**src/rtl/audio_energy_beat_detector_unit_defines.svh**
```systemverilog
// Assertion macros shared by the beat detector RTL.
// No dependencies; included by the modules that carry concurrent checks.
`ifndef AUDIO_ENERGY_BEAT_DETECTOR_UNIT_DEFINES_SVH
`define AUDIO_ENERGY_BEAT_DETECTOR_UNIT_DEFINES_SVH

`ifndef SYNTHESIS
// Same-cycle implication, disabled during reset.
`define AEBD_ASSERT_IMPLY(label, clk, rst_n, ante, cons) \
    label: assert property (@(posedge clk) disable iff (!rst_n) (ante) |-> (cons)) \
        else $error("aebd same-cycle check failed");
// Next-cycle implication, disabled during reset.
`define AEBD_ASSERT_NEXT(label, clk, rst_n, ante, cons) \
    label: assert property (@(posedge clk) disable iff (!rst_n) (ante) |=> (cons)) \
        else $error("aebd next-cycle check failed");
`else
`define AEBD_ASSERT_IMPLY(label, clk, rst_n, ante, cons)
`define AEBD_ASSERT_NEXT(label, clk, rst_n, ante, cons)
`endif

`endif

```
**src/rtl/aebd_pkg.sv**
```systemverilog
// Shared widths, register codes, pipeline structs and color table for the beat detector.
// No dependencies; imported by every other RTL file but the assertion macro header.
package aebd_pkg;

    localparam int ENERGY_W   = 17;
    localparam int RANDOM_W   = 15;
    localparam int ENTRY_W    = 12;
    localparam int TOTAL_W    = 18;
    localparam int SIL_W      = 18;
    localparam int SAT_W      = 17;
    localparam int LEVEL_W    = 8;
    localparam int CFG_IDX_W  = 2;
    localparam int CFG_DATA_W = 18;

    localparam logic [ENTRY_W-1:0] ENTRY_MAX = 12'hFFF;

    localparam logic [SIL_W-1:0]   SIL_RESET  = 18'd350;
    localparam logic [SAT_W-1:0]   SAT_RESET  = 17'd97090;
    localparam logic [LEVEL_W-1:0] FULL_RESET = 8'd255;

    // floor(x / 10) for an 18-bit x: (x * 419431) >> 22
    localparam int                DIV10_W     = 19;
    localparam logic [DIV10_W-1:0] DIV10_RECIP = 19'd419431;
    localparam int                DIV10_SHIFT = 22;
    localparam int                Q10_W       = 15;
    localparam int                LIMIT_W     = 19;

    // floor(x / 7) for a 15-bit x: (x * 37450) >> 18
    localparam int                DIV7_W     = 16;
    localparam logic [DIV7_W-1:0] DIV7_RECIP = 16'd37450;
    localparam int                DIV7_SHIFT = 18;
    localparam int                Q7_W       = 13;

    typedef enum logic [CFG_IDX_W-1:0] {
        CFG_SILENCE_THRESHOLD = 2'd0,
        CFG_SATURATION_LEVEL  = 2'd1,
        CFG_LED_FULL_SCALE    = 2'd2
    } t_cfg_reg;

    typedef enum logic [2:0] {
        COLOR_WHITE   = 3'd0,
        COLOR_RED     = 3'd1,
        COLOR_MAGENTA = 3'd2,
        COLOR_BLUE    = 3'd3,
        COLOR_CYAN    = 3'd4,
        COLOR_GREEN   = 3'd5,
        COLOR_YELLOW  = 3'd6
    } t_color_sel;

    typedef struct packed {
        logic [SIL_W-1:0]   silence_threshold;
        logic [SAT_W-1:0]   saturation_level;
        logic [LEVEL_W-1:0] led_full_scale;
    } t_cfg;

    typedef struct packed {
        logic [LEVEL_W-1:0] red;
        logic [LEVEL_W-1:0] green;
        logic [LEVEL_W-1:0] blue;
    } t_color;

    // Item leaving the history stage: running total already includes this item.
    typedef struct packed {
        logic [ENERGY_W-1:0] energy_sum;
        logic [RANDOM_W-1:0] random_value;
        logic [TOTAL_W-1:0]  total;
        logic                full;
    } t_hist_item;

    // floor(13 * r / 10) for a remainder r below ten
    function automatic logic [3:0] frac13(input logic [3:0] r);
        logic [3:0] v;
        case (r)
            4'd0:    v = 4'd0;
            4'd1:    v = 4'd1;
            4'd2:    v = 4'd2;
            4'd3:    v = 4'd3;
            4'd4:    v = 4'd5;
            4'd5:    v = 4'd6;
            4'd6:    v = 4'd7;
            4'd7:    v = 4'd9;
            4'd8:    v = 4'd10;
            4'd9:    v = 4'd11;
            default: v = 4'd0;
        endcase
        return v;
    endfunction

    function automatic t_color pick_color(input t_color_sel sel, input logic [LEVEL_W-1:0] m);
        logic [9:0]  two_m;
        logic [9:0]  three_m;
        logic [20:0] p_two_thirds;
        logic [15:0] p_third;
        logic [7:0]  two_thirds;
        logic [7:0]  third;
        logic [7:0]  three_quarters;
        t_color      c;
        two_m          = {1'b0, m, 1'b0};
        three_m        = 10'(two_m) + 10'(m);
        p_two_thirds   = 21'(two_m) * 21'd683;
        p_third        = 16'(m) * 16'd171;
        two_thirds     = p_two_thirds[18:11];
        third          = {1'b0, p_third[15:9]};
        three_quarters = three_m[9:2];
        c = '0;
        unique case (sel)
            COLOR_WHITE: begin
                c.red   = {1'b0, m[7:1]};
                c.green = {2'b0, m[7:2]};
                c.blue  = {2'b0, m[7:2]};
            end
            COLOR_RED: begin
                c.red = m;
            end
            COLOR_MAGENTA: begin
                c.red  = two_thirds;
                c.blue = third;
            end
            COLOR_BLUE: begin
                c.blue = m;
            end
            COLOR_CYAN: begin
                c.green = {1'b0, m[7:1]};
                c.blue  = {1'b0, m[7:1]};
            end
            COLOR_GREEN: begin
                c.green = m;
            end
            COLOR_YELLOW: begin
                c.red   = three_quarters;
                c.green = {2'b0, m[7:2]};
            end
            default: begin
                c = '0;
            end
        endcase
        return c;
    endfunction

endpackage

```
**src/rtl/aebd_channels.sv**
```systemverilog
// Valid/ready channel interfaces for input items and result items.
// Depends on aebd_pkg for field widths.
interface aebd_item_if import aebd_pkg::*; ();
    logic                valid;
    logic                ready;
    logic [ENERGY_W-1:0] energy_sum;
    logic [RANDOM_W-1:0] random_value;

    modport source (output valid, output energy_sum, output random_value, input ready);
    modport sink   (input valid, input energy_sum, input random_value, output ready);
endinterface

interface aebd_result_if import aebd_pkg::*; ();
    logic               valid;
    logic               ready;
    logic               history_ready;
    logic               beat_now;
    logic               light_on;
    logic [LEVEL_W-1:0] red_level;
    logic [LEVEL_W-1:0] green_level;
    logic [LEVEL_W-1:0] blue_level;

    modport source (output valid, output history_ready, output beat_now, output light_on,
                    output red_level, output green_level, output blue_level, input ready);
    modport sink   (input valid, input history_ready, input beat_now, input light_on,
                    input red_level, input green_level, input blue_level, output ready);
endinterface

```
**src/rtl/aebd_history.sv**
```systemverilog
// Energy history ring: synchronous memory, per-entry valid bits and running total.
// Depends on aebd_pkg and the assertion macro header.
`include "audio_energy_beat_detector_unit_defines.svh"

module aebd_history import aebd_pkg::*; #(
    parameter int HISTORY_DEPTH = 44
) (
    input  logic                i_clk,
    input  logic                i_rst_n,
    input  logic                i_valid,
    output logic                o_ready,
    input  logic [ENERGY_W-1:0] i_energy_sum,
    input  logic [RANDOM_W-1:0] i_random_value,
    output logic                o_valid,
    input  logic                i_ready,
    output t_hist_item          o_item
);

    localparam int IDX_W      = $clog2(HISTORY_DEPTH);
    localparam int QUOT_SHIFT = ENERGY_W + $clog2(HISTORY_DEPTH);
    localparam int RECIP_W    = ENERGY_W + 1;
    localparam int PROD_W     = ENERGY_W + RECIP_W;
    localparam longint unsigned QUOT_RECIP =
        ((64'd1 << QUOT_SHIFT) + HISTORY_DEPTH - 1) / HISTORY_DEPTH;
    localparam logic [IDX_W-1:0]   LAST_IDX  = IDX_W'(HISTORY_DEPTH - 1);
    localparam logic [TOTAL_W-1:0] TOTAL_MAX = TOTAL_W'(HISTORY_DEPTH * 4095);

    logic [ENTRY_W-1:0] mem [HISTORY_DEPTH];
    logic [HISTORY_DEPTH-1:0] r_entry_valid;

    logic [IDX_W-1:0]    r_index;
    logic                r_s1_valid;
    logic [ENERGY_W-1:0] r_s1_sum;
    logic [RANDOM_W-1:0] r_s1_rnd;
    logic [IDX_W-1:0]    r_s1_idx;
    logic [PROD_W-1:0]   r_s1_prod;
    logic [ENTRY_W-1:0]  r_rdata;
    logic                r_rd_valid;
    logic [TOTAL_W-1:0]  r_total;
    logic                r_full;
    logic                r_s2_valid;
    t_hist_item          r_s2_item;

    logic                accept;
    logic                adv1;
    logic [PROD_W-1:0]   quot_shifted;
    logic [ENERGY_W-1:0] quot_raw;
    logic [ENTRY_W-1:0]  quot;
    logic [ENTRY_W-1:0]  old_entry;
    logic [TOTAL_W-1:0]  n_total;
    logic                n_full;

    assign adv1    = r_s1_valid && (!r_s2_valid || i_ready);
    assign o_ready = !r_s1_valid || adv1;
    assign accept  = i_valid && o_ready;

    // divide by the depth with a reciprocal, then clamp into a ring entry
    assign quot_shifted = r_s1_prod >> QUOT_SHIFT;
    assign quot_raw     = quot_shifted[ENERGY_W-1:0];
    assign quot         = (quot_raw > ENERGY_W'(ENTRY_MAX)) ? ENTRY_MAX : quot_raw[ENTRY_W-1:0];
    assign old_entry    = r_rd_valid ? r_rdata : '0;
    assign n_total      = r_total - TOTAL_W'(old_entry) + TOTAL_W'(quot);
    assign n_full       = r_full || (r_s1_idx == LAST_IDX);

    // ring memory: read on accept, write back when the item leaves stage one
    always_ff @(posedge i_clk) begin
        if (accept) begin
            r_rdata <= mem[r_index];
        end
        if (adv1) begin
            mem[r_s1_idx] <= quot;
        end
    end

    always_ff @(posedge i_clk) begin
        if (accept) begin
            r_s1_sum  <= i_energy_sum;
            r_s1_rnd  <= i_random_value;
            r_s1_idx  <= r_index;
            r_s1_prod <= PROD_W'(i_energy_sum) * PROD_W'(QUOT_RECIP);
        end
        if (adv1) begin
            r_s2_item.energy_sum   <= r_s1_sum;
            r_s2_item.random_value <= r_s1_rnd;
            r_s2_item.total        <= n_total;
            r_s2_item.full         <= n_full;
        end
    end

    always_ff @(posedge i_clk) begin
        if (!i_rst_n) begin
            r_index       <= '0;
            r_entry_valid <= '0;
            r_rd_valid    <= 1'b0;
            r_s1_valid    <= 1'b0;
            r_total       <= '0;
            r_full        <= 1'b0;
            r_s2_valid    <= 1'b0;
        end else begin
            if (accept) begin
                r_index    <= (r_index == LAST_IDX) ? '0 : r_index + 1'b1;
                r_rd_valid <= r_entry_valid[r_index];
                r_s1_valid <= 1'b1;
            end else if (adv1) begin
                r_s1_valid <= 1'b0;
            end
            if (adv1) begin
                r_entry_valid[r_s1_idx] <= 1'b1;
                r_total                 <= n_total;
                r_full                  <= n_full;
                r_s2_valid              <= 1'b1;
            end else if (r_s2_valid && i_ready) begin
                r_s2_valid <= 1'b0;
            end
        end
    end

    assign o_valid = r_s2_valid;
    assign o_item  = r_s2_item;

    // the write-back of one item never targets the entry read for the next one
    `AEBD_ASSERT_IMPLY(a_rmw_no_overlap, i_clk, i_rst_n, accept && adv1, r_index != r_s1_idx)
    `AEBD_ASSERT_IMPLY(a_total_bound, i_clk, i_rst_n, r_s1_valid, r_total <= TOTAL_MAX)
    `AEBD_ASSERT_NEXT(a_full_sticky, i_clk, i_rst_n, r_full, r_full)

endmodule

```
**src/rtl/aebd_detect.sv**
```systemverilog
// Beat decision: 1.35x average limit, silence gate, beat hold and color pick.
// Depends on aebd_pkg, the result channel interface and the assertion macro header.
`include "audio_energy_beat_detector_unit_defines.svh"

module aebd_detect import aebd_pkg::*; (
    input  logic                 i_clk,
    input  logic                 i_rst_n,
    input  t_cfg                 i_cfg,
    input  logic                 i_valid,
    output logic                 o_ready,
    input  t_hist_item           i_item,
    aebd_result_if.source        o_result
);

    localparam int P10_W = TOTAL_W + DIV10_W;
    localparam int P7_W  = RANDOM_W + DIV7_W;

    // stage A: reciprocal products
    logic             r_a_valid;
    t_hist_item       r_a_item;
    logic [P10_W-1:0] r_a_prod10;
    logic [P7_W-1:0]  r_a_prod7;

    // stage B: quotient by ten, remainder, candidate color
    logic                r_b_valid;
    logic [ENERGY_W-1:0] r_b_sum;
    logic [TOTAL_W-1:0]  r_b_total;
    logic                r_b_full;
    logic [Q10_W-1:0]    r_b_k;
    logic [3:0]          r_b_rem;
    t_color              r_b_color;

    // stage C: result register
    logic   r_c_valid;
    logic   r_c_full;
    logic   r_c_beat;
    logic   r_c_lit;
    t_color r_c_color;

    // decision state
    logic   r_prev;
    logic   r_hold;
    t_color r_color;

    logic               adv_a;
    logic               adv_b;
    logic [Q10_W-1:0]   k;
    logic [TOTAL_W-1:0] ten_k;
    logic [TOTAL_W-1:0] rem_full;
    logic [Q7_W-1:0]    q7;
    logic [RANDOM_W-1:0] seven_q;
    logic [RANDOM_W-1:0] mod7_full;
    logic [LIMIT_W-1:0] limit;
    logic               loud;
    logic               beat;
    logic               lit;
    logic               n_prev;
    logic               n_hold;
    t_color             n_color;

    assign adv_b   = r_b_valid && (!r_c_valid || o_result.ready);
    assign adv_a   = r_a_valid && (!r_b_valid || adv_b);
    assign o_ready = !r_a_valid || adv_a;

    assign k         = r_a_prod10[P10_W-1:DIV10_SHIFT];
    assign ten_k     = TOTAL_W'({k, 3'b000}) + TOTAL_W'({k, 1'b0});
    assign rem_full  = r_a_item.total - ten_k;
    assign q7        = r_a_prod7[P7_W-1:DIV7_SHIFT];
    assign seven_q   = RANDOM_W'({q7, 3'b000}) - RANDOM_W'(q7);
    assign mod7_full = r_a_item.random_value - seven_q;

    // limit = floor(13 * avg / 10) + floor(avg / 20)
    assign limit = LIMIT_W'({r_b_k, 3'b000}) + LIMIT_W'({r_b_k, 2'b00}) + LIMIT_W'(r_b_k)
                 + LIMIT_W'(frac13(r_b_rem)) + LIMIT_W'(r_b_k[Q10_W-1:1]);
    assign loud  = r_b_total > i_cfg.silence_threshold;

    always_comb begin
        beat    = 1'b0;
        lit     = 1'b0;
        n_prev  = r_prev;
        n_hold  = r_hold;
        n_color = r_color;
        if (r_b_full) begin
            if (loud) begin
                beat = (LIMIT_W'(r_b_sum) > limit) || (r_b_sum >= i_cfg.saturation_level);
                if (beat || r_prev) begin
                    // fresh beat: pick a new color; continuing beat or hold keeps it
                    if (!r_prev && !r_hold) begin
                        n_color = r_b_color;
                    end
                    n_hold = !beat && r_prev;
                    n_prev = beat;
                    lit    = 1'b1;
                end else begin
                    n_color = '0;
                    n_prev  = 1'b0;
                    n_hold  = 1'b0;
                end
            end else begin
                n_color = '0;
                n_prev  = 1'b0;
                n_hold  = 1'b0;
            end
        end
    end

    always_ff @(posedge i_clk) begin
        if (i_valid && o_ready) begin
            r_a_item   <= i_item;
            r_a_prod10 <= P10_W'(i_item.total) * P10_W'(DIV10_RECIP);
            r_a_prod7  <= P7_W'(i_item.random_value) * P7_W'(DIV7_RECIP);
        end
        if (adv_a) begin
            r_b_sum   <= r_a_item.energy_sum;
            r_b_total <= r_a_item.total;
            r_b_full  <= r_a_item.full;
            r_b_k     <= k;
            r_b_rem   <= rem_full[3:0];
            r_b_color <= pick_color(t_color_sel'(mod7_full[2:0]), i_cfg.led_full_scale);
        end
        if (adv_b) begin
            r_c_full  <= r_b_full;
            r_c_beat  <= beat;
            r_c_lit   <= lit;
            r_c_color <= n_color;
        end
    end

    always_ff @(posedge i_clk) begin
        if (!i_rst_n) begin
            r_a_valid <= 1'b0;
            r_b_valid <= 1'b0;
            r_c_valid <= 1'b0;
            r_prev    <= 1'b0;
            r_hold    <= 1'b0;
            r_color   <= '0;
        end else begin
            if (i_valid && o_ready) begin
                r_a_valid <= 1'b1;
            end else if (adv_a) begin
                r_a_valid <= 1'b0;
            end
            if (adv_a) begin
                r_b_valid <= 1'b1;
            end else if (adv_b) begin
                r_b_valid <= 1'b0;
            end
            if (adv_b) begin
                r_c_valid <= 1'b1;
                r_prev    <= n_prev;
                r_hold    <= n_hold;
                r_color   <= n_color;
            end else if (r_c_valid && o_result.ready) begin
                r_c_valid <= 1'b0;
            end
        end
    end

    assign o_result.valid         = r_c_valid;
    assign o_result.history_ready = r_c_full;
    assign o_result.beat_now      = r_c_beat;
    assign o_result.light_on      = r_c_lit;
    assign o_result.red_level     = r_c_color.red;
    assign o_result.green_level   = r_c_color.green;
    assign o_result.blue_level    = r_c_color.blue;

    `AEBD_ASSERT_IMPLY(a_beat_needs_full, i_clk, i_rst_n, r_c_valid && r_c_beat, r_c_full)
    `AEBD_ASSERT_IMPLY(a_dark_when_off, i_clk, i_rst_n, r_c_valid && !r_c_lit, r_c_color == '0)
    `AEBD_ASSERT_IMPLY(a_hold_follows_beat, i_clk, i_rst_n, r_hold, !r_prev)

endmodule

```
**src/rtl/audio_energy_beat_detector_unit.sv**
```systemverilog
// Top level of the energy beat detector: configuration registers and the two pipeline parts.
// Depends on aebd_pkg, aebd_channels, aebd_history and aebd_detect.
//
// Each input item carries one audio block's energy sum and a random word; each item yields
// exactly one result item. The sum divided by HISTORY_DEPTH (clamped to 12 bits) goes into a
// ring of HISTORY_DEPTH entries held in a synchronous memory, and a running total of the ring
// serves as the average. Once the ring has been filled, an item is a beat when the average is
// above silence_threshold and the energy exceeds 1.35 times the average or reaches
// saturation_level; the light stays on for one more item after a beat, and a fresh beat picks
// one of seven colors by random_value mod 7. Throughput is one item per clock without output
// stalls: the ring memory does one read (at acceptance) and one write-back (as the item
// leaves stage one) per item, and the running total updates combinationally from its
// register. A result passes history registers s1, s2 and detect registers A, B, C before it
// becomes valid, and output backpressure stalls the chain stage by stage while finished
// results wait in their registers. The ring needs no clearing pass after reset: one valid
// bit per entry, cleared by reset, makes unwritten entries read as zero. Configuration
// writes take effect immediately and must only be issued while no items are in flight.
module audio_energy_beat_detector_unit import aebd_pkg::*; #(
    parameter int HISTORY_DEPTH = 44
) (
    input  logic                  i_clk,
    input  logic                  i_rst_n,
    aebd_item_if.sink             i_item,
    aebd_result_if.source         o_result,
    input  logic                  i_cfg_we,
    input  logic [CFG_IDX_W-1:0]  i_cfg_index,
    input  logic [CFG_DATA_W-1:0] i_cfg_wdata
);

    t_cfg       r_cfg;
    logic       hist_valid;
    logic       hist_ready;
    t_hist_item hist_item;

    // configuration registers; an unknown index leaves everything as is
    always_ff @(posedge i_clk) begin
        if (!i_rst_n) begin
            r_cfg.silence_threshold <= SIL_RESET;
            r_cfg.saturation_level  <= SAT_RESET;
            r_cfg.led_full_scale    <= FULL_RESET;
        end else if (i_cfg_we) begin
            unique case (i_cfg_index)
                CFG_SILENCE_THRESHOLD: begin
                    r_cfg.silence_threshold <= i_cfg_wdata[SIL_W-1:0];
                end
                CFG_SATURATION_LEVEL: begin
                    r_cfg.saturation_level <= i_cfg_wdata[SAT_W-1:0];
                end
                CFG_LED_FULL_SCALE: begin
                    r_cfg.led_full_scale <= i_cfg_wdata[LEVEL_W-1:0];
                end
                default: begin
                end
            endcase
        end
    end

    // ring read-modify-write and running total
    aebd_history #(
        .HISTORY_DEPTH (HISTORY_DEPTH)
    ) u_history (
        .i_clk          (i_clk),
        .i_rst_n        (i_rst_n),
        .i_valid        (i_item.valid),
        .o_ready        (i_item.ready),
        .i_energy_sum   (i_item.energy_sum),
        .i_random_value (i_item.random_value),
        .o_valid        (hist_valid),
        .i_ready        (hist_ready),
        .o_item         (hist_item)
    );

    // threshold arithmetic, beat hold and color selection
    aebd_detect u_detect (
        .i_clk    (i_clk),
        .i_rst_n  (i_rst_n),
        .i_cfg    (r_cfg),
        .i_valid  (hist_valid),
        .o_ready  (hist_ready),
        .i_item   (hist_item),
        .o_result (o_result)
    );

endmodule

```
**src/flat_wrapper.sv**
```systemverilog
// flat-port wrapper written by rule: the top's interface ports become plain ports
module audio_energy_beat_detector_unit_flat import aebd_pkg::*;
#(
    parameter int HISTORY_DEPTH = 44
)
  (i_clk, i_rst_n, i_cfg_we, i_cfg_index, i_cfg_wdata, i_item_valid, i_item_energy_sum, i_item_random_value, i_item_ready, o_result_valid, o_result_history_ready, o_result_beat_now, o_result_light_on, o_result_red_level, o_result_green_level, o_result_blue_level, o_result_ready);
  aebd_item_if i_item_i ();
  aebd_result_if o_result_i ();
  input  logic i_clk;
  input  logic i_rst_n;
  input  logic i_cfg_we;
  input  logic [CFG_IDX_W-1:0] i_cfg_index;
  input  logic [CFG_DATA_W-1:0] i_cfg_wdata;
  input wire logic [$bits(i_item_i.valid)-1:0] i_item_valid;
  input wire logic [$bits(i_item_i.energy_sum)-1:0] i_item_energy_sum;
  input wire logic [$bits(i_item_i.random_value)-1:0] i_item_random_value;
  output wire logic [$bits(i_item_i.ready)-1:0] i_item_ready;
  output wire logic [$bits(o_result_i.valid)-1:0] o_result_valid;
  output wire logic [$bits(o_result_i.history_ready)-1:0] o_result_history_ready;
  output wire logic [$bits(o_result_i.beat_now)-1:0] o_result_beat_now;
  output wire logic [$bits(o_result_i.light_on)-1:0] o_result_light_on;
  output wire logic [$bits(o_result_i.red_level)-1:0] o_result_red_level;
  output wire logic [$bits(o_result_i.green_level)-1:0] o_result_green_level;
  output wire logic [$bits(o_result_i.blue_level)-1:0] o_result_blue_level;
  input wire logic [$bits(o_result_i.ready)-1:0] o_result_ready;
  assign i_item_i.valid = i_item_valid;
  assign i_item_i.energy_sum = i_item_energy_sum;
  assign i_item_i.random_value = i_item_random_value;
  assign i_item_ready = i_item_i.ready;
  assign o_result_valid = o_result_i.valid;
  assign o_result_history_ready = o_result_i.history_ready;
  assign o_result_beat_now = o_result_i.beat_now;
  assign o_result_light_on = o_result_i.light_on;
  assign o_result_red_level = o_result_i.red_level;
  assign o_result_green_level = o_result_i.green_level;
  assign o_result_blue_level = o_result_i.blue_level;
  assign o_result_i.ready = o_result_ready;
  audio_energy_beat_detector_unit #(.HISTORY_DEPTH(HISTORY_DEPTH)) u_core (.i_clk(i_clk), .i_rst_n(i_rst_n), .i_item(i_item_i), .o_result(o_result_i), .i_cfg_we(i_cfg_we), .i_cfg_index(i_cfg_index), .i_cfg_wdata(i_cfg_wdata));
endmodule
```
**config.mk**
```make
export PLATFORM = sky130hd
export DESIGN_NAME = audio_energy_beat_detector_unit_flat
export DESIGN_NICKNAME = d
export VERILOG_FILES = /design/src/rtl/aebd_pkg.sv /design/src/rtl/aebd_channels.sv /design/src/rtl/aebd_history.sv /design/src/rtl/aebd_detect.sv /design/src/rtl/audio_energy_beat_detector_unit.sv /design/src/flat_wrapper.sv
export VERILOG_INCLUDE_DIRS = /design/src /design/src/rtl
export SDC_FILE = /design/constraint.sdc
export NUM_CORES = 2
export LEC_CHECK = 0
export ABC_AREA = 1
export BUFFER_PORTS_ARGS = -buffer_cell sky130_fd_sc_hd__buf_2
export CAP_MARGIN = 20
export CELL_PAD_IN_SITES_DETAIL_PLACEMENT = 1
export CELL_PAD_IN_SITES_GLOBAL_PLACEMENT = 2
export CORE_UTILIZATION = 44
export CTS_CLUSTER_DIAMETER = 60
export CTS_CLUSTER_SIZE = 28
export DETAILED_ROUTE_END_ITERATION = 12
export MAX_ROUTING_LAYER = met4
export PLACE_DENSITY_LB_ADDON = 0.3
export SLEW_MARGIN = 20
export SYNTH_ARGS = -nofsm -noshare
export SYNTH_HDL_FRONTEND = slang
export SYNTH_SLANG_ARGS = --single-unit
```
**constraint.sdc**
```tcl
create_clock -name i_clk -period 6.9 [get_ports i_clk]
set_input_delay 0.345 -clock i_clk [delete_from_list [all_inputs] [get_ports i_clk]]
set_output_delay 0.345 -clock i_clk [all_outputs]
set_load 0.05 [all_outputs]
```
==> results.yml <==
cts:
  tritoncts_clock_tree: "done"
  numCtsBuffers: 89
  clk_path_buf_depth: 3
  cts.sinks: 952
  ctsRootBufferMaster: "clkbuf_16"
  cts-htree-levels: 3
  clock_latency_ns: 0.75
  cts.reportedPaths.clkPinSlew_ns: 0.08
timing:
  postLayoutSetupSlackWorst_ns: 1.049
  setup_repair_after_global_routing_missed_its_margin: "false"
  hold_viol: 0
  finalSetupTns_ns: 0
  fin_crit_ns: 5.851
  clock_skew_ns: 0.05866
  slew_headroom_pct: 27.15
  final-setup-viol-count: 0
  slew_at_the_pin_closest_to_its_max_slew_limit_ns: 1.092
  maxClockFrequency_ghz: 0.1709
  slew_violations: 0
  min_period_over_period_pct: 84.79
yosys:
  yosys_most_used_dff: "edfxtp_1"
  seq_area_frac_synth_pct: 49.44
  synth_top_area_share_pct: 44.04
  synth_nets: 5895
  synth_enable_flop_cells: 804
  yosys-top-cells-area: "edfxtp_1 44%, ha_1 12%, fa_1 11%"
  synthesis.yosys.warnings: 0
  synth_seq_cells: 952
  async_set_reset_flop_share_out_of_synthesis_pct: 0
  syn-cell-area_um2: 54830
  post_synth.cell_area_avg_um2: 10.94
  postSynthCellCount: 5012
  synth.lib_cells_used.distinct: 49
  post-synth-top-area-cell: "edfxtp_1"
floorplanning:
  die-width_um: 355.0
  pin_count: 86
  floorplan.initialDensity_pct: 44.34
  floorplan.rows: 129
  dieHeight_um: 355.0
  die_area_um2: 126000
  design.core.area_um2: 123600
grt:
  antenna_found_initial: 6
  grt_pass1_vias: 40010
  grt_first_pass_wirelength_um: 235900
  grt.overflow.total: 0
  globalRouteTotalUtil_pct: 25.12
  grt_start_max_net_pins: 150
placed_design:
  detailedPlacementHpwl_um: 105400
  placed_cells: 6629
  post-place-ws_ns: 1.065
  dpl_cell_area_um2: 57180
  io_buffer_count: 85
  place.gp.congestion: 0.8852
layout:
  design.final.nets: 6012
  final_cell_count_no_fill: 6842
  antenna_cells_inserted: 0
  area_grow_syn2layout_pct: 11.30
  layout-drive-gt1-share_pct: 7.089
  design_area_um2: 61020
routing:
  via_per_inst: 5.455
  detailroute.via_count: 37330
  drt-wirelength-per-cell_um: 22.11
  route.antenna.remaining_nets: 0
  drtPass1Iterations: 5
  drc: 0
  drt_wl_total_um: 151300
  drt_iter0_drc: 2440
min_path:
  worst_hold_path_type: "in -> reg"
  hold_path_startpoint: "o_result_ready"
  min_to: "u_core.u_detect.o_result.valid"
  worstHoldPathCells: 4
setup_path:
  startpoint_kind_of_the_worst_setup_timing_path: "flop"
  reg2reg_setup_slack_ns: 1.05
  reg2regPathDepth: 20
  end_kind: "flop"
  cp_max_fo: 5
  worstReg2RegEnd: "u_core.u_detect.r_a_prod10[35]"
  reg2reg_from: "u_core.u_history.o_item[8]"
  crit_required_ns: 7.34
  crit_arrival_ns: 6.29
  crit_type: "reg -> reg"
flow_run:
  timing.max_cap.violations: 0
run_status:
  status: "complete, no violations"
kinds of logic after synthesis:
group | Yosys count | synth area share (%)
buffers and inverters | 875 | 6.134
AOI/OAI and AO/OA | 1038 | 10.81
and+or+nand+nor | 1248 | 9.414
xor gates and xnor gates | 73 | 1.166
DFF | 952 | 49.44
adders and majority gates | 826 | 23.04
metrics by stage:
stage,util [%],hold slack (ns)
floorplan,-,0.4003
global placement,46.25,0.4013
detailed placement,46.25,0.4063
CTS,49.35,0.009047
global route,49.35,0.02881
finish,49.35,0.008057
critical path, stage by stage, from the launching register on:
cell and delay, ns:
edfxtp_1 0.45, inv_1 0.07, ha_1 0.28, inv_1 0.10, fa_1 0.56, fa_1 0.56, inv_1 0.05, fa_1 0.47
inv_1 0.05, fa_1 0.59, fa_1 0.44, ha_1 0.32, nand2_1 0.08, nor2_1 0.16, nand4_1 0.09, o21ai_0 0.42
a21oi_1 0.19, o21ai_0 0.40, nand3_1 0.16, nand3_1 0.11, nand2_1 0.05
Yosys cell counts, types with 13 or more instances:
cell	n
nand3_1	98
o21ai_1	19
buf_2	30
clkbuf_1	131
o221ai_1	39
nor3_1	34
nor2_1	479
o21ai_0	452
a21oi_1	249
dfxtp_1	148
nand4_1	77
o211ai_1	53
fa_1	306
edfxtp_1	804
o21bai_1	13
xnor2_1	23
nand2_1	525
inv_1	691
o22ai_1	106
o21a_1	56
xor2_1	50
ha_1	520
what timing repair did:
item	CTS	global route
hold buffers	46	0
gates resized for setup	0	0
setup buffers	0	0
endpoints found under the hold margin	67	0
how the worst max path moves through the flow:
stage,cells after the start,endpoint,slack (ns),start
after global placement,18,u_core.u_history.r_s1_prod[27],1.20,i_item_energy_sum[11]
after global routing,20,u_core.u_detect.r_a_prod10[35],0.67,u_core.u_history.o_item[8]
after detailed placement,20,u_core.u_detect.r_a_prod10[35],1.06,u_core.u_history.o_item[8]
final,20,u_core.u_detect.r_a_prod10[35],1.05,u_core.u_history.o_item[8]
after CTS,20,u_core.u_detect.r_a_prod10[35],1.03,u_core.u_history.o_item[8]
after floorplan,17,u_core.u_history.r_s1_prod[27],1.78,i_item_energy_sum[11]
layer usage:
metal	vias up	track usage [%]	wire, um
met1	18910	32.31	66430
met3	186	3.256	6730
li1	17540	-	-
met5	-	-	0
met4	0	6.672	3610
met2	690	41.82	74510
flip-flops by register name, summed over array words and instances, names as in the netlist, 17 cells and up, named ones only:
signal and flops:
u_core.u_detect.r_b_color 24, u_core.u_history.r_entry_valid 44, u_core.u_history.r_total 18, u_core.u_history.o_item 51, u_core.u_history.mem 528, u_core.u_detect.r_b_sum 17, u_core.u_detect.r_a_item 39, u_core.u_history.r_s1_sum 17
u_core.r_cfg 43, u_core.u_detect.r_b_total 18, u_core.u_detect.r_color 24
cells in the final DEF (no fill, tap or decap), types with 7 or more instances in the layout:
| cell type | count |
|---|---|
| edfxtp_1 | 804 |
| inv_1 | 686 |
| nand2_1 | 525 |
| ha_1 | 520 |
| nor2_1 | 464 |
| o21ai_0 | 452 |
| fa_1 | 306 |
| a21oi_1 | 249 |
| dfxtp_1 | 145 |
| o22ai_1 | 106 |
| nand3_1 | 98 |
| clkbuf_16 | 90 |
| buf_2 | 84 |
| nand4_1 | 77 |
| buf_4 | 68 |
| o21a_1 | 56 |
| o211ai_1 | 53 |
| xor2_1 | 50 |
| dlygate4sd3_1 | 46 |
| o221ai_1 | 39 |
| nor3_1 | 34 |
| xnor2_1 | 23 |
| o21ai_1 | 19 |
| nor2_2 | 16 |
| o21bai_1 | 13 |
| inv_6 | 13 |
| a21o_1 | 11 |
| a31oi_1 | 11 |
| inv_8 | 11 |
| bufinv_16 | 10 |
| clkinv_8 | 9 |
| clkinv_4 | 9 |
| clkinv_1 | 8 |
| o2111ai_1 | 8 |
| inv_2 | 7 |
| or2_2 | 7 |
cell type report:
cell class	count	area, um^2
fillers	13290	62620
flip-flops and latches	952	27110
multi-input cells	3185	24400
inverters	701	2645
clock buffers	91	2256
well taps	1637	2048
repair buffers	200	1431
clock inverters	76	1125
Power is not shown: default switching activity piles up to over one toggle a cycle in this logic, so the estimate is an artifact.
